**config.mk**
```make
export PLATFORM = sky130hd
export DESIGN_NAME = point_in_polygon_ray_cast
export DESIGN_NICKNAME = d
export VERILOG_FILES = /design/src/hdl/pipr_pkg.sv /design/src/hdl/pipr_cell.sv /design/src/hdl/pipr_edge.sv /design/src/hdl/point_in_polygon_ray_cast.sv
export SDC_FILE = /design/constraint.sdc
export NUM_CORES = 2
export LEC_CHECK = 0
export BUFFER_PORTS_ARGS = -buffer_cell sky130_fd_sc_hd__buf_2
export CAP_MARGIN = 30
export CORE_ASPECT_RATIO = 0.6
export CORE_UTILIZATION = 55
export DETAILED_ROUTE_END_ITERATION = 7
export PLACE_DENSITY = 0.71
export SYNTH_ARGS = -nofsm -noshare
export SYNTH_HDL_FRONTEND = slang
export SYNTH_SLANG_ARGS = --single-unit
```
**constraint.sdc**
```tcl
create_clock -name i_clk -period 12.29 [get_ports i_clk]
set_input_delay 1.229 -clock i_clk [delete_from_list [all_inputs] [get_ports i_clk]]
set_output_delay 1.229 -clock i_clk [all_outputs]
set_load 0.03 [all_outputs]
```
**src/hdl/pipr_pkg.sv**
```systemverilog
`default_nettype none
package pipr_pkg;

    typedef logic [1:0] t_cmd;
    typedef logic [1:0] t_loc;

    localparam t_cmd CMD_APPEND = 2'd0;
    localparam t_cmd CMD_CLEAR  = 2'd1;
    localparam t_cmd CMD_LOCATE = 2'd2;

    localparam t_loc LOC_OUTSIDE = 2'd0;
    localparam t_loc LOC_INSIDE  = 2'd1;
    localparam t_loc LOC_ON_EDGE = 2'd2;

    localparam int OUT_BITS = 3;
    localparam int OUT_W    = ((OUT_BITS + 7) / 8) * 8;

    typedef struct packed {
        logic shift;
        logic load;
    } t_cell_ctrl;

    typedef struct packed {
        logic valid;
        logic hit;
        logic toggle;
    } t_edge_res;

endpackage
`default_nettype wire

```
**src/hdl/pipr_cell.sv**
```systemverilog
`default_nettype none
module pipr_cell #(
    parameter int COORD_BITS = 16
) (
    input  wire                          i_clk,
    input  pipr_pkg::t_cell_ctrl         i_ctrl,
    input  wire signed [COORD_BITS-1:0]  i_ld_x,
    input  wire signed [COORD_BITS-1:0]  i_ld_y,
    input  wire signed [COORD_BITS-1:0]  i_nb_x,
    input  wire signed [COORD_BITS-1:0]  i_nb_y,
    output logic signed [COORD_BITS-1:0] o_x,
    output logic signed [COORD_BITS-1:0] o_y
);
    import pipr_pkg::*;

    logic signed [COORD_BITS-1:0] r_x;
    logic signed [COORD_BITS-1:0] r_y;

    always_ff @(posedge i_clk) begin
        if (i_ctrl.load) begin
            r_x <= i_ld_x;
            r_y <= i_ld_y;
        end else if (i_ctrl.shift) begin
            r_x <= i_nb_x;
            r_y <= i_nb_y;
        end
    end

    assign o_x = r_x;
    assign o_y = r_y;

endmodule
`default_nettype wire

```
**src/hdl/pipr_edge.sv**
```systemverilog
`default_nettype none
module pipr_edge #(
    parameter int COORD_BITS = 16
) (
    input  wire                         i_clk,
    input  wire                         i_rst_n,
    input  wire                         i_valid,
    input  wire signed [COORD_BITS-1:0] i_px,
    input  wire signed [COORD_BITS-1:0] i_py,
    input  wire signed [COORD_BITS-1:0] i_x1,
    input  wire signed [COORD_BITS-1:0] i_y1,
    input  wire signed [COORD_BITS-1:0] i_x2,
    input  wire signed [COORD_BITS-1:0] i_y2,
    output pipr_pkg::t_edge_res         o_res
);
    import pipr_pkg::*;

    localparam int DW = COORD_BITS + 1;
    localparam int PW = 2 * DW;

    logic signed [DW-1:0] w_dx;
    logic signed [DW-1:0] w_dy;
    logic signed [DW-1:0] w_ax;
    logic signed [DW-1:0] w_ay;
    logic                 w_vhit;
    logic                 w_horiz;
    logic                 w_xbet;
    logic                 w_ybet;
    logic                 w_cross_y;

    logic                 r_a_valid;
    logic signed [DW-1:0] r_dx;
    logic signed [DW-1:0] r_dy;
    logic signed [DW-1:0] r_ax;
    logic signed [DW-1:0] r_ay;
    logic                 r_a_hit;
    logic                 r_a_horiz;
    logic                 r_a_ybet;
    logic                 r_a_cross_y;
    logic                 r_a_dypos;

    logic                 r_b_valid;
    logic signed [PW-1:0] r_p1;
    logic signed [PW-1:0] r_p2;
    logic                 r_b_hit;
    logic                 r_b_horiz;
    logic                 r_b_ybet;
    logic                 r_b_cross_y;
    logic                 r_b_dypos;

    logic [PW:0]          w_cross;
    logic                 w_zero;
    logic                 w_pos;

    always_comb begin
        w_dx      = {i_x2[COORD_BITS-1], i_x2} - {i_x1[COORD_BITS-1], i_x1};
        w_dy      = {i_y2[COORD_BITS-1], i_y2} - {i_y1[COORD_BITS-1], i_y1};
        w_ax      = {i_px[COORD_BITS-1], i_px} - {i_x1[COORD_BITS-1], i_x1};
        w_ay      = {i_py[COORD_BITS-1], i_py} - {i_y1[COORD_BITS-1], i_y1};
        w_vhit    = (i_px == i_x1) && (i_py == i_y1);
        w_horiz   = (i_y1 == i_y2);
        w_xbet    = ((i_px >= i_x1) && (i_px <= i_x2)) || ((i_px >= i_x2) && (i_px <= i_x1));
        w_ybet    = ((i_py >= i_y1) && (i_py <= i_y2)) || ((i_py >= i_y2) && (i_py <= i_y1));
        w_cross_y = (i_y1 > i_py) != (i_y2 > i_py);
    end

    always_ff @(posedge i_clk) begin
        if (!i_rst_n) begin
            r_a_valid <= 1'b0;
            r_b_valid <= 1'b0;
        end else begin
            r_a_valid <= i_valid;
            r_b_valid <= r_a_valid;
        end
        r_dx        <= w_dx;
        r_dy        <= w_dy;
        r_ax        <= w_ax;
        r_ay        <= w_ay;
        r_a_hit     <= w_vhit || (w_horiz && (i_py == i_y1) && w_xbet);
        r_a_horiz   <= w_horiz;
        r_a_ybet    <= w_ybet;
        r_a_cross_y <= w_cross_y;
        r_a_dypos   <= !w_horiz && !w_dy[DW-1];

        r_p1        <= r_dx * r_ay;
        r_p2        <= r_dy * r_ax;
        r_b_hit     <= r_a_hit;
        r_b_horiz   <= r_a_horiz;
        r_b_ybet    <= r_a_ybet;
        r_b_cross_y <= r_a_cross_y;
        r_b_dypos   <= r_a_dypos;
    end

    always_comb begin
        w_cross      = {r_p1[PW-1], r_p1} - {r_p2[PW-1], r_p2};
        w_zero       = (w_cross == '0);
        w_pos        = !w_cross[PW] && !w_zero;
        o_res.valid  = r_b_valid;
        o_res.hit    = r_b_valid && (r_b_hit || (!r_b_horiz && w_zero && r_b_ybet));
        o_res.toggle = r_b_valid && !r_b_horiz && !w_zero && r_b_cross_y
                       && (w_pos == r_b_dypos);
    end

endmodule
`default_nettype wire

```
**src/hdl/point_in_polygon_ray_cast.sv**
```systemverilog
// Append, clear and unused commands stay in S_IDLE; next transaction the cycle after.
// Locate: the vertex ring rotates once past the edge unit, one vertex per cycle,
// then the edge pipeline drains in S_DRAIN and the result is offered from S_DONE.
// No input is taken until the result is loaded and the FSM returns to S_IDLE.
// Synchronous active-low reset clears the vertex count, the overflow flag, the FSM
// and the output valid; vertex cells are not reset and hold nothing until written.
`default_nettype none
module point_in_polygon_ray_cast #(
    parameter int MAX_VERTICES = 64,
    parameter int COORD_BITS   = 16,
    localparam int IN_W        = ((2 * COORD_BITS + 7) / 8) * 8
) (
    input  wire                          i_clk,
    input  wire                          i_rst_n,
    input  wire                          s_axis_tvalid,
    output logic                         s_axis_tready,
    input  wire  [IN_W-1:0]              s_axis_tdata,   // coord_x, coord_y
    input  wire  [1:0]                   s_axis_tuser,   // command
    output logic                         m_axis_tvalid,
    input  wire                          m_axis_tready,
    output logic [pipr_pkg::OUT_W-1:0]   m_axis_tdata    // location, vertices_dropped
);
    import pipr_pkg::*;

    localparam int IW = $clog2(MAX_VERTICES);
    localparam int CW = $clog2(MAX_VERTICES + 1);
    localparam logic [CW-1:0] LAST_STEP = CW'(MAX_VERTICES);

    typedef enum logic [1:0] {S_IDLE, S_SCAN, S_DRAIN, S_DONE} t_state;

    t_state                  r_state;
    logic [CW-1:0]           r_count;
    logic [CW-1:0]           r_step;
    logic                    r_drain;
    logic                    r_overflow;
    logic                    r_parity;
    logic                    r_onedge;
    logic                    r_out_valid;
    t_loc                    r_out_loc;
    logic                    r_out_drop;
    logic signed [COORD_BITS-1:0] r_px, r_py;
    logic signed [COORD_BITS-1:0] r_prev_x, r_prev_y;
    logic signed [COORD_BITS-1:0] r_first_x, r_first_y;

    logic signed [COORD_BITS-1:0] w_cx [MAX_VERTICES];
    logic signed [COORD_BITS-1:0] w_cy [MAX_VERTICES];
    logic signed [COORD_BITS-1:0] w_in_x, w_in_y;
    logic signed [COORD_BITS-1:0] w_x2, w_y2;
    t_cmd                    w_cmd;
    logic                    w_accept;
    logic                    w_append;
    logic                    w_shift;
    logic                    w_edge_valid;
    logic                    w_closing;
    logic                    n_out_load;
    t_edge_res               w_res;

    assign w_cmd    = s_axis_tuser;
    assign w_in_x   = s_axis_tdata[COORD_BITS-1:0];
    assign w_in_y   = s_axis_tdata[2*COORD_BITS-1:COORD_BITS];
    assign w_accept = s_axis_tvalid && s_axis_tready;
    assign w_append = w_accept && (w_cmd == CMD_APPEND) && (r_count < LAST_STEP);
    assign w_shift  = (r_state == S_SCAN) && (r_step != LAST_STEP);
    assign s_axis_tready = (r_state == S_IDLE);

    genvar gi;
    generate
        for (gi = 0; gi < MAX_VERTICES; gi++) begin : g_cell
            t_cell_ctrl w_ctrl;
            assign w_ctrl.shift = w_shift;
            assign w_ctrl.load  = w_append && (r_count[IW-1:0] == IW'(gi));
            pipr_cell #(.COORD_BITS(COORD_BITS)) u_cell (
                .i_clk  (i_clk),
                .i_ctrl (w_ctrl),
                .i_ld_x (w_in_x),
                .i_ld_y (w_in_y),
                .i_nb_x (w_cx[(gi + 1) % MAX_VERTICES]),
                .i_nb_y (w_cy[(gi + 1) % MAX_VERTICES]),
                .o_x    (w_cx[gi]),
                .o_y    (w_cy[gi])
            );
        end
    endgenerate

    assign w_closing    = (r_step == r_count);
    assign w_edge_valid = (r_state == S_SCAN) && (r_step != '0) && (r_step <= r_count);
    assign w_x2         = w_closing ? r_first_x : w_cx[0];
    assign w_y2         = w_closing ? r_first_y : w_cy[0];

    pipr_edge #(.COORD_BITS(COORD_BITS)) u_edge (
        .i_clk   (i_clk),
        .i_rst_n (i_rst_n),
        .i_valid (w_edge_valid),
        .i_px    (r_px),
        .i_py    (r_py),
        .i_x1    (r_prev_x),
        .i_y1    (r_prev_y),
        .i_x2    (w_x2),
        .i_y2    (w_y2),
        .o_res   (w_res)
    );

    assign n_out_load = (r_state == S_DONE) && (!r_out_valid || m_axis_tready);

    always_ff @(posedge i_clk) begin
        if (!i_rst_n) begin
            r_state     <= S_IDLE;
            r_count     <= '0;
            r_overflow  <= 1'b0;
            r_step      <= '0;
            r_drain     <= 1'b0;
            r_parity    <= 1'b0;
            r_onedge    <= 1'b0;
            r_out_valid <= 1'b0;
        end else begin
            if (n_out_load) begin
                r_out_valid <= 1'b1;
            end else if (m_axis_tready) begin
                r_out_valid <= 1'b0;
            end
            if (w_res.valid) begin
                r_parity <= r_parity ^ w_res.toggle;
                r_onedge <= r_onedge | w_res.hit;
            end
            case (r_state)
                S_IDLE: begin
                    if (w_accept) begin
                        case (w_cmd)
                            CMD_APPEND: begin
                                if (r_count < LAST_STEP) begin
                                    r_count <= r_count + 1'b1;
                                end else begin
                                    r_overflow <= 1'b1;
                                end
                            end
                            CMD_CLEAR: begin
                                r_count    <= '0;
                                r_overflow <= 1'b0;
                            end
                            CMD_LOCATE: begin
                                r_step   <= '0;
                                r_parity <= 1'b0;
                                r_onedge <= 1'b0;
                                r_state  <= S_SCAN;
                            end
                            default: begin
                            end
                        endcase
                    end
                end
                S_SCAN: begin
                    if (r_step == LAST_STEP) begin
                        r_drain <= 1'b0;
                        r_state <= S_DRAIN;
                    end else begin
                        r_step <= r_step + 1'b1;
                    end
                end
                S_DRAIN: begin
                    r_drain <= 1'b1;
                    if (r_drain) begin
                        r_state <= S_DONE;
                    end
                end
                S_DONE: begin
                    if (n_out_load) begin
                        r_state <= S_IDLE;
                    end
                end
                default: begin
                    r_state <= S_IDLE;
                end
            endcase
        end
    end

    always_ff @(posedge i_clk) begin
        if (w_accept) begin
            r_px <= w_in_x;
            r_py <= w_in_y;
        end
        if (r_state == S_SCAN) begin
            r_prev_x <= w_cx[0];
            r_prev_y <= w_cy[0];
            if (r_step == '0) begin
                r_first_x <= w_cx[0];
                r_first_y <= w_cy[0];
            end
        end
        if (n_out_load) begin
            r_out_drop <= r_overflow;
            if (r_onedge || (w_res.valid && w_res.hit)) begin
                r_out_loc <= LOC_ON_EDGE;
            end else if (r_parity) begin
                r_out_loc <= LOC_INSIDE;
            end else begin
                r_out_loc <= LOC_OUTSIDE;
            end
        end
    end

    assign m_axis_tvalid = r_out_valid;
    assign m_axis_tdata  = {{(OUT_W - OUT_BITS){1'b0}}, r_out_drop, r_out_loc};

endmodule
`default_nettype wire

```
==> impl_results.md <==
- Commonest non-fill, non-tap cell in the layout: edfxtp_1
- Final WL: 295000 um
- Worst endpoint data arrival time: 7.77 ns
- Synth warnings: 0
- Reg clk slew, reported paths: 0.06 ns
- First-pass GRT wire length: 446000 um
- RSZ-0062 raised after global routing: false
- Root Driver: clkbuf_16
- Synth unique cells: 77
- Largest net degree at the start of global routing: 66
- Final net count: 9155
- Synth area leaders: edfxtp_1 (53%), mux2_2 (19%), fa_1 (9.8%), ha_1 (3.3%), dfxtp_1 (2.8%)
- Mean Syn Cell Area: 14.6 um2
- CTS Buffer Depth: 4
- Die area: 223000 um2
- Post-synth ARST share: 0%
- Average vias per placed instance: 5.91
- Initial DRT Pass Iterations: 6
- Die Y: 366 um
- Fin. max-slew vios: 0
- Fraction of layout cells with a size suffix above 1: 31.5%
- Predominant post-synthesis flop cell: edfxtp_1
- Antenna violation net count after detailed routing: 0
- CP required: 13.05 ns
- CTS tree: built
- Fillers: 16300
- Remaining DRCs: 0
- DP Wirelength: 195000 um
- Die width: 609 um
- CTS Sinks: 2316
- Resized cells post-CTS: 0
- Core Rows: 133
- IO Count: 48
- Grt total ovfl: 0
- Hold Buf Count CTS: 0
- Hold Fails Final Rpt: 0
- Final setup fails: 0
- I/O Buffers: 42
- Top cell type's share of synthesized area: 53.1%
- Most frequent cells in the layout: edfxtp_1 (2147), mux2_2 (2050), inv_1 (773)
- Core area: 219000 um2
- DR vias: 66600
- Slew Limit Headroom: 28.3%
- TNS Setup: 0 ns
- Clk_lat worst skew: 0.88 ns
- 1st-iter DRT viols: 7178
- RD Place Congestion: 0.968
- Startpoint Class: flop
- Setup Buffers After CTS: 0
- Post-synth EDFFs: 2147
- WS Path Type: flop to flop
- Synthesized instance count: 8301
- Worst-Margin Slew: 1.07 ns
- Num CTS Buffers: 210
- Initial core utilization: 55.4%
- Critical path fanouts, max: 17
- Crit path capture type: flop
- Yosys top cell by area: edfxtp_1
- Wire length per cell: 26.2 um
- #FFs+latches synth: 2316
- Hold crit path type: flop to flop
- Initial antenna violation count: 21
- Fin crit share: 57.0%
- H-tree depth: 4
- Fmax: 143 MHz
- Outcome: complete, no violations
- Clk_skew: 0.0827 ns
- Vias in the first global route: 66900
- Synth-to-Final Area Change: 8.67%
- Max-cap violation count: 0
- Sequential share of the synthesized area: 55.9%
- Global Route Usage Sum: 26.6%
- Mapped cell area: 121000 um2
- Min cycle time layout: 7.01 ns
==> stage by stage <==
stage / hold slack [ns] / instance area (um2) / worst slack [ns] / std cells / util (%)
final: 0.328 / 132000 / 5.28 / 11300 / 60.2
after CTS: 0.329 / 132000 / 5.39 / 11200 / 60.0
after global routing: 0.345 / 132000 / 4.93 / 11300 / 60.2
after global placement: 0.313 / 125000 / 5.35 / 10900 / 56.9
after detailed placement: 0.312 / 125000 / 5.42 / 10900 / 57.0
after floorplan: 0.310 / 122000 / 6.17 / 8305 / -
==> sequential cells by signal, indices dropped and copies added, names as in the netlist, 2 cells and up <==
name / cells
g_cell.u_cell.o_y: 1024
r_px: 16
u_edge.r_p1: 34
r_prev_y: 16
r_py: 16
r_state: 2
r_step: 7
u_edge.r_dx: 17
r_out_loc: 2
r_prev_x: 16
u_edge.r_ay: 17
r_count: 7
g_cell.u_cell.o_x: 1024
u_edge.r_ax: 17
r_first_x: 16
u_edge.r_p2: 34
r_first_y: 16
u_edge.r_dy: 17
==> cells by family (layout without fill, tap and decap cells) <==
kind of cell	count (synthesis)	after routing	share of synthesized area, %
xor+xnor	134	134	0.966
simple gates	1137	1137	4.56
mux	2087	2087	19.3
fa+ha+maj	915	915	13.1
compound gates	409	409	2.14
flops	2316	2316	55.9
other cells	1	9	0.00309
buf+inv	1302	1358	4.06
==> layout make-up <==
class	count	area [um2]	share of cell area, %
Sequential cell	2316	67900	51.4
Multi-Input combinational cell	4687	49100	37.2
Clock buffer	273	5620	4.25
Tap cell	2902	3630	2.75
Inverter	774	2910	2.20
Timing Repair Buffer	213	2170	1.64
Clock inverter	98	777	0.589
Antenna cell	4	10.0	0.00758
==> worst max-delay path, stage by stage, from the launching register on <==
cell and delay (ns):
dfxtp_1 0.78, nand2_1 0.20, inv_1 0.10, ha_1 0.35
fa_1 1.05, inv_1 0.32, fa_1 0.57, inv_1 0.06
fa_1 0.55, inv_1 0.07, fa_1 0.50, inv_1 0.06
ha_1 0.37, a21o_1 0.19, a21o_1 0.18, a21o_1 0.21
nand2_1 0.07, nand2_1 0.06, a211o_1 0.29, nor3_1 0.26
o31ai_1 0.18, a21o_1 0.20, a21oi_1 0.18, xnor2_1 0.13
==> cell usage after synthesis (all sizes together), types with 10 or more instances <==
cell type     n
and2        310
mux2       2050
nor3         37
xor2         35
inv         773
buf         132
and3         11
a21boi       21
mux2i        37
nand3        31
clkbuf      395
a21o         44
nand2b       34
edfxtp     2147
fa          596
nand4        22
ha          319
nor2        186
a211oi       12
dfxtp       169
or3          10
o21a         18
o21ai       125
a21oi       108
nor2b        42
xnor2        99
nand2       425
==> routing by layer <==
metal  global-route usage [%]  up-vias  part of all wire, %
li1                         -    29200                    -
met1                     45.9    34500                   50
met2                     33.4     2653                   38
met3                     6.71      279                   10
met4                     3.93        0                  1.4
met5                        0        -                    0
==> worst paths after layout <==
path | from | to | slack, ns | cells after the start
worst min-delay path | u_edge.r_a_hit$_DFF_P_ | u_edge.r_b_hit$_DFF_P_ | 0.33 | 0
worst max-delay path | u_edge.r_dy[16]$_DFF_P_ | u_edge.r_p2[32]$_DFF_P_ | 5.28 | 23
worst max register to register | u_edge.r_dy[16]$_DFF_P_ | u_edge.r_p2[32]$_DFF_P_ | 5.28 | 23
worst min register to register | u_edge.r_a_hit$_DFF_P_ | u_edge.r_b_hit$_DFF_P_ | 0.33 | 0
Power is not shown: default switching activity piles up to over one toggle a cycle in this logic, so the estimate is an artifact.
